$ cat src/rtl/bounded_greedy_graph_coloring_macros.svh
`ifndef BOUNDED_GREEDY_GRAPH_COLORING_MACROS_SVH
`define BOUNDED_GREEDY_GRAPH_COLORING_MACROS_SVH

// Same-cycle implication, sampled on clk, off during reset.
`define BGC_ASSERT_IMPL(lbl, ante, cons) \
	lbl: assert property (@(posedge clk) disable iff (!arst_n) (ante) |-> (cons)) \
		else $error("bgc assertion failed");

// Next-cycle implication, sampled on clk, off during reset.
`define BGC_ASSERT_NEXT(lbl, ante, cons) \
	lbl: assert property (@(posedge clk) disable iff (!arst_n) (ante) |=> (cons)) \
		else $error("bgc assertion failed");

`endif

$ cat src/rtl/bgc_pkg.sv
package bgc_pkg;

	localparam int NB_W     = 10;
	localparam int COLOR_W  = 6;
	localparam int USED_W   = 7;
	localparam int CAP_W    = 11;

	localparam logic [CAP_W-1:0] CAP_RESET = 11'd8;

	localparam int DEF_MAX_ELEMS  = 1024;
	localparam int DEF_MAX_COLORS = 64;

	typedef struct packed {
		logic               found;
		logic [COLOR_W-1:0] color;
	} pick_t;

endpackage

$ cat src/rtl/bgc_pick.sv
module bgc_pick
	import bgc_pkg::*;
#(
	parameter int MAX_COLORS = DEF_MAX_COLORS
) (
	input  logic                  en,
	input  logic [MAX_COLORS-1:0] mask,
	input  logic [CAP_W-1:0]      cnt [MAX_COLORS],
	input  logic [CAP_W-1:0]      capacity,
	output pick_t                 pick
);

	// first fit: lowest color not in the mask with room left
	always_comb begin
		pick = '0;
		for (int c = MAX_COLORS - 1; c >= 0; c--) begin
			if (en && !mask[c] && (cnt[c] < capacity)) begin
				pick.found = 1'b1;
				pick.color = COLOR_W'(c);
			end
		end
	end

endmodule

$ cat config.mk
export PLATFORM = sky130hd
export DESIGN_NAME = bgc_pick
export DESIGN_NICKNAME = d
export VERILOG_FILES = /design/src/rtl/bounded_greedy_graph_coloring_macros.svh /design/src/rtl/bgc_pkg.sv /design/src/rtl/bgc_pick.sv
export SDC_FILE = /design/constraint.sdc
export NUM_CORES = 1
export LEC_CHECK = 0
export ABC_AREA = 1
export BUFFER_PORTS_ARGS = -buffer_cell sky130_fd_sc_hd__buf_4
export CORE_AREA = 3 3 307 309
export DETAILED_ROUTE_END_ITERATION = 10
export DIE_AREA = 0 0 310 312
export PLACE_DENSITY_LB_ADDON = 0.25
export SYNTH_ARGS = -nofsm -noshare
export SYNTH_HDL_FRONTEND = slang
export SYNTH_SLANG_ARGS = --single-unit
$ cat constraint.sdc
create_clock -name vclk -period 14.65
set_clock_uncertainty 0.15 [all_clocks]
set_input_delay 2.93 -clock vclk [all_inputs]
set_output_delay 2.93 -clock vclk [all_outputs]
set_load 0.03 [all_outputs]
==> impl_metrics.tcl <==
set metrics [dict create \
    start_util_pct 15.6 \
    avgSynthCellArea_sq_um 7.71 \
    fp.dieH_um 312 \
    drive_gt1_share_pct 32.2 \
    syn2layout_area_growth_pct 52.7 \
    fin_ws_ps 2580 \
    synth_xor_area_share_pct 0 \
    endpoint_kind "primary output" \
    synth_mux_area_share_pct 0 \
    boundaryPins 787 \
    final_cells 3842 \
    fin_nets 4071 \
    register_area_sq_um 0 \
    ys_types 41 \
    synthTopCellsByArea "ha_1 56%, nand2_1 9.5%, a21oi_1 7.7%, o21a_1 3.2%, a2111oi_0 3.1%" \
    wl_um 79100 \
    tns_ps 0 \
    port-buffer-count 787 \
    place_inst 3835 \
    core-area_sq_mm 0.0917 \
    grt_start_max_net_pins 65 \
    grtUsageTotal_pct 15.4 \
    vias 16130 \
    final_cell_mix "807 x buf_4, 640 x ha_1, 362 x nand2_1, 219 x a21oi_1, 100 x inv_1" \
    vdd_ir_drop_max_v 0.0000200 \
    synth_compound_area_share_pct 25.7 \
    synth_warnings 0 \
    dp_hpwl_um 69800 \
    netSwitchingPower_w 0.000319 \
    power_w 0.000625 \
    synthCells 1853 \
    timing.hold.ws_ps 6130 \
    place_ws_ps 2260 \
    vias_per_cell 4.20 \
    clkbuf_count 0 \
    critPathMaxFanout 35 \
    internal-power_w 0.000306 \
    worstMarginPinSlew_ps 1240 \
    slew_violations 0 \
    crit_top_cell "nand2_1" \
    routabilityCongestion 0.791 \
    final_common_cell "buf_4" \
    synthSimpleGateAreaFrac_pct 15.0 \
    clock_power_share_pct 0 \
    start_kind "primary input" \
    drc_errors 0 \
    crit_type "in2out" \
    cts_resized 0 \
    die-area_sq_mm 0.0967 \
    rows 111 \
    grt_pass1_vias 16315 \
    status "completed" \
    final-hold-violation-count 0 \
    power_density_mw_per_mm2 28.6 \
    power_leakage_nw 11.7 \
    synth_top_family_by_area "adder cells" \
    fmax_ghz 0.0828 \
    n_sequential_cell 0 \
    postRouteAntennaNets 0 \
    drt_iter0_markers 488 \
    setup_violations 0 \
    postCtsSetupRepairBufs 0 \
    grt_pass1_wl_um 110000 \
    synthAdderAreaFrac_pct 56.0 \
    netlist_area_sq_mm 0.0143 \
    synth_top_area_share_pct 56.0 \
    slew_headroom_pct 15.3 \
    cp.arrival_ps 8990 \
    die_w_um 310 \
    drv_cap 0 \
    power_frac_seq_pct 0 \
    overflow 0 \
    period_needed_ps 12070 \
    synth-seq-area-share_pct 0 \
    finalCritPeriodShare_pct 82.4 \
    syn-num-nets 3273 \
    wl_per_cell_um 20.6 \
    slowest_stage "clkinv_2" \
    synth_top_area_cell "ha_1" \
    critPathMaxStageDelay_ps 720 \
    antenna_found_initial 13 \
    cp.required_ps 11570 \
    power_switching_share_pct 51.0 \
    rsz0062_at_grt "false" \
    fillers 10306 \
    worstHoldPathType "in2out" \
    power_frac_comb_pct 100.0 \
    cts_hold_buf 0 \
    first_pass_iters 5 \
]
## routing by layer
layer / track usage (%) / vias up / wire length [um]
met5: 0 / - / 50
li1: - / 8570 / -
met1: 17.5 / 7056 / 31300
met2: 29.5 / 453 / 41000
met3: 3.80 / 43 / 5730
met4: 2.00 / 8 / 968
## path summary, 6_finish.rpt
check,slack [ps],cells after the start,end,start
worst max-delay path,2580,73,pick[0],capacity[6]
worst min-delay path,6130,4,pick[0],mask[0]
## cell type report
class	count	area (sq um)	area share, %
Antenna cell	7	17.5	0.0802
Inverter	113	438	2.01
Multi-Input combinational cell	1728	13800	63.3
Tap cell	1186	1480	6.80
Timing Repair Buffer	808	6080	27.8
## worst max-delay path, delay by kind of cell
kind | cells | cell delay [ps]
buffers and inverters | 4 | 1020
adders and majority gates | 1 | 670
AOI/OAI and AO/OA | 1 | 140
and+or+nand+nor | 67 | 4150
## per-stage QoR
| step | utilization (%) | area (sq um) |
|---|---|---|
| 2_1_floorplan | - | 14300 |
| 6_report | 23.8 | 21800 |
| 3_5_place_dp | 23.8 | 21800 |
| 5_1_grt | 23.8 | 21800 |
| 3_3_place_gp | 23.8 | 21800 |
| 4_1_cts | 23.8 | 21800 |
## cell usage after synthesis (all sizes together), types with 2 or more instances
cell type and count:
nand3 37, a2111oi 50, nor2 99, a21o 22
buf 7, o2111ai 5, o21a 60, o31ai 2
a2111o 4, inv 112, o21ai 98, nand2 363
o211ai 58, a31oi 20, o21bai 20, a21boi 2
clkbuf 5, a211oi 6, ha 640, a21oi 221
nand4 10, nor3 8
## power by group through the flow
stage	Clock (W)	Combinational, W	Sequential [W]
floorplan	0	0.000322	0
detailed placement	0	0.000635	0
global placement	0	0.000632	0
global route	0.0000000000641	0.000719	0
finish	0.0000000000642	0.000625	0
CTS	0	0.000639	0
## kinds of logic (layout without fill, tap and decap cells)
family          after synthesis  after routing
compound gates              568            568
fa+ha+maj                   640            640
buf+inv                     125            921
other cells                   0              7
simple gates                520            520
Note: power is estimated with default switching activity, not from simulation.
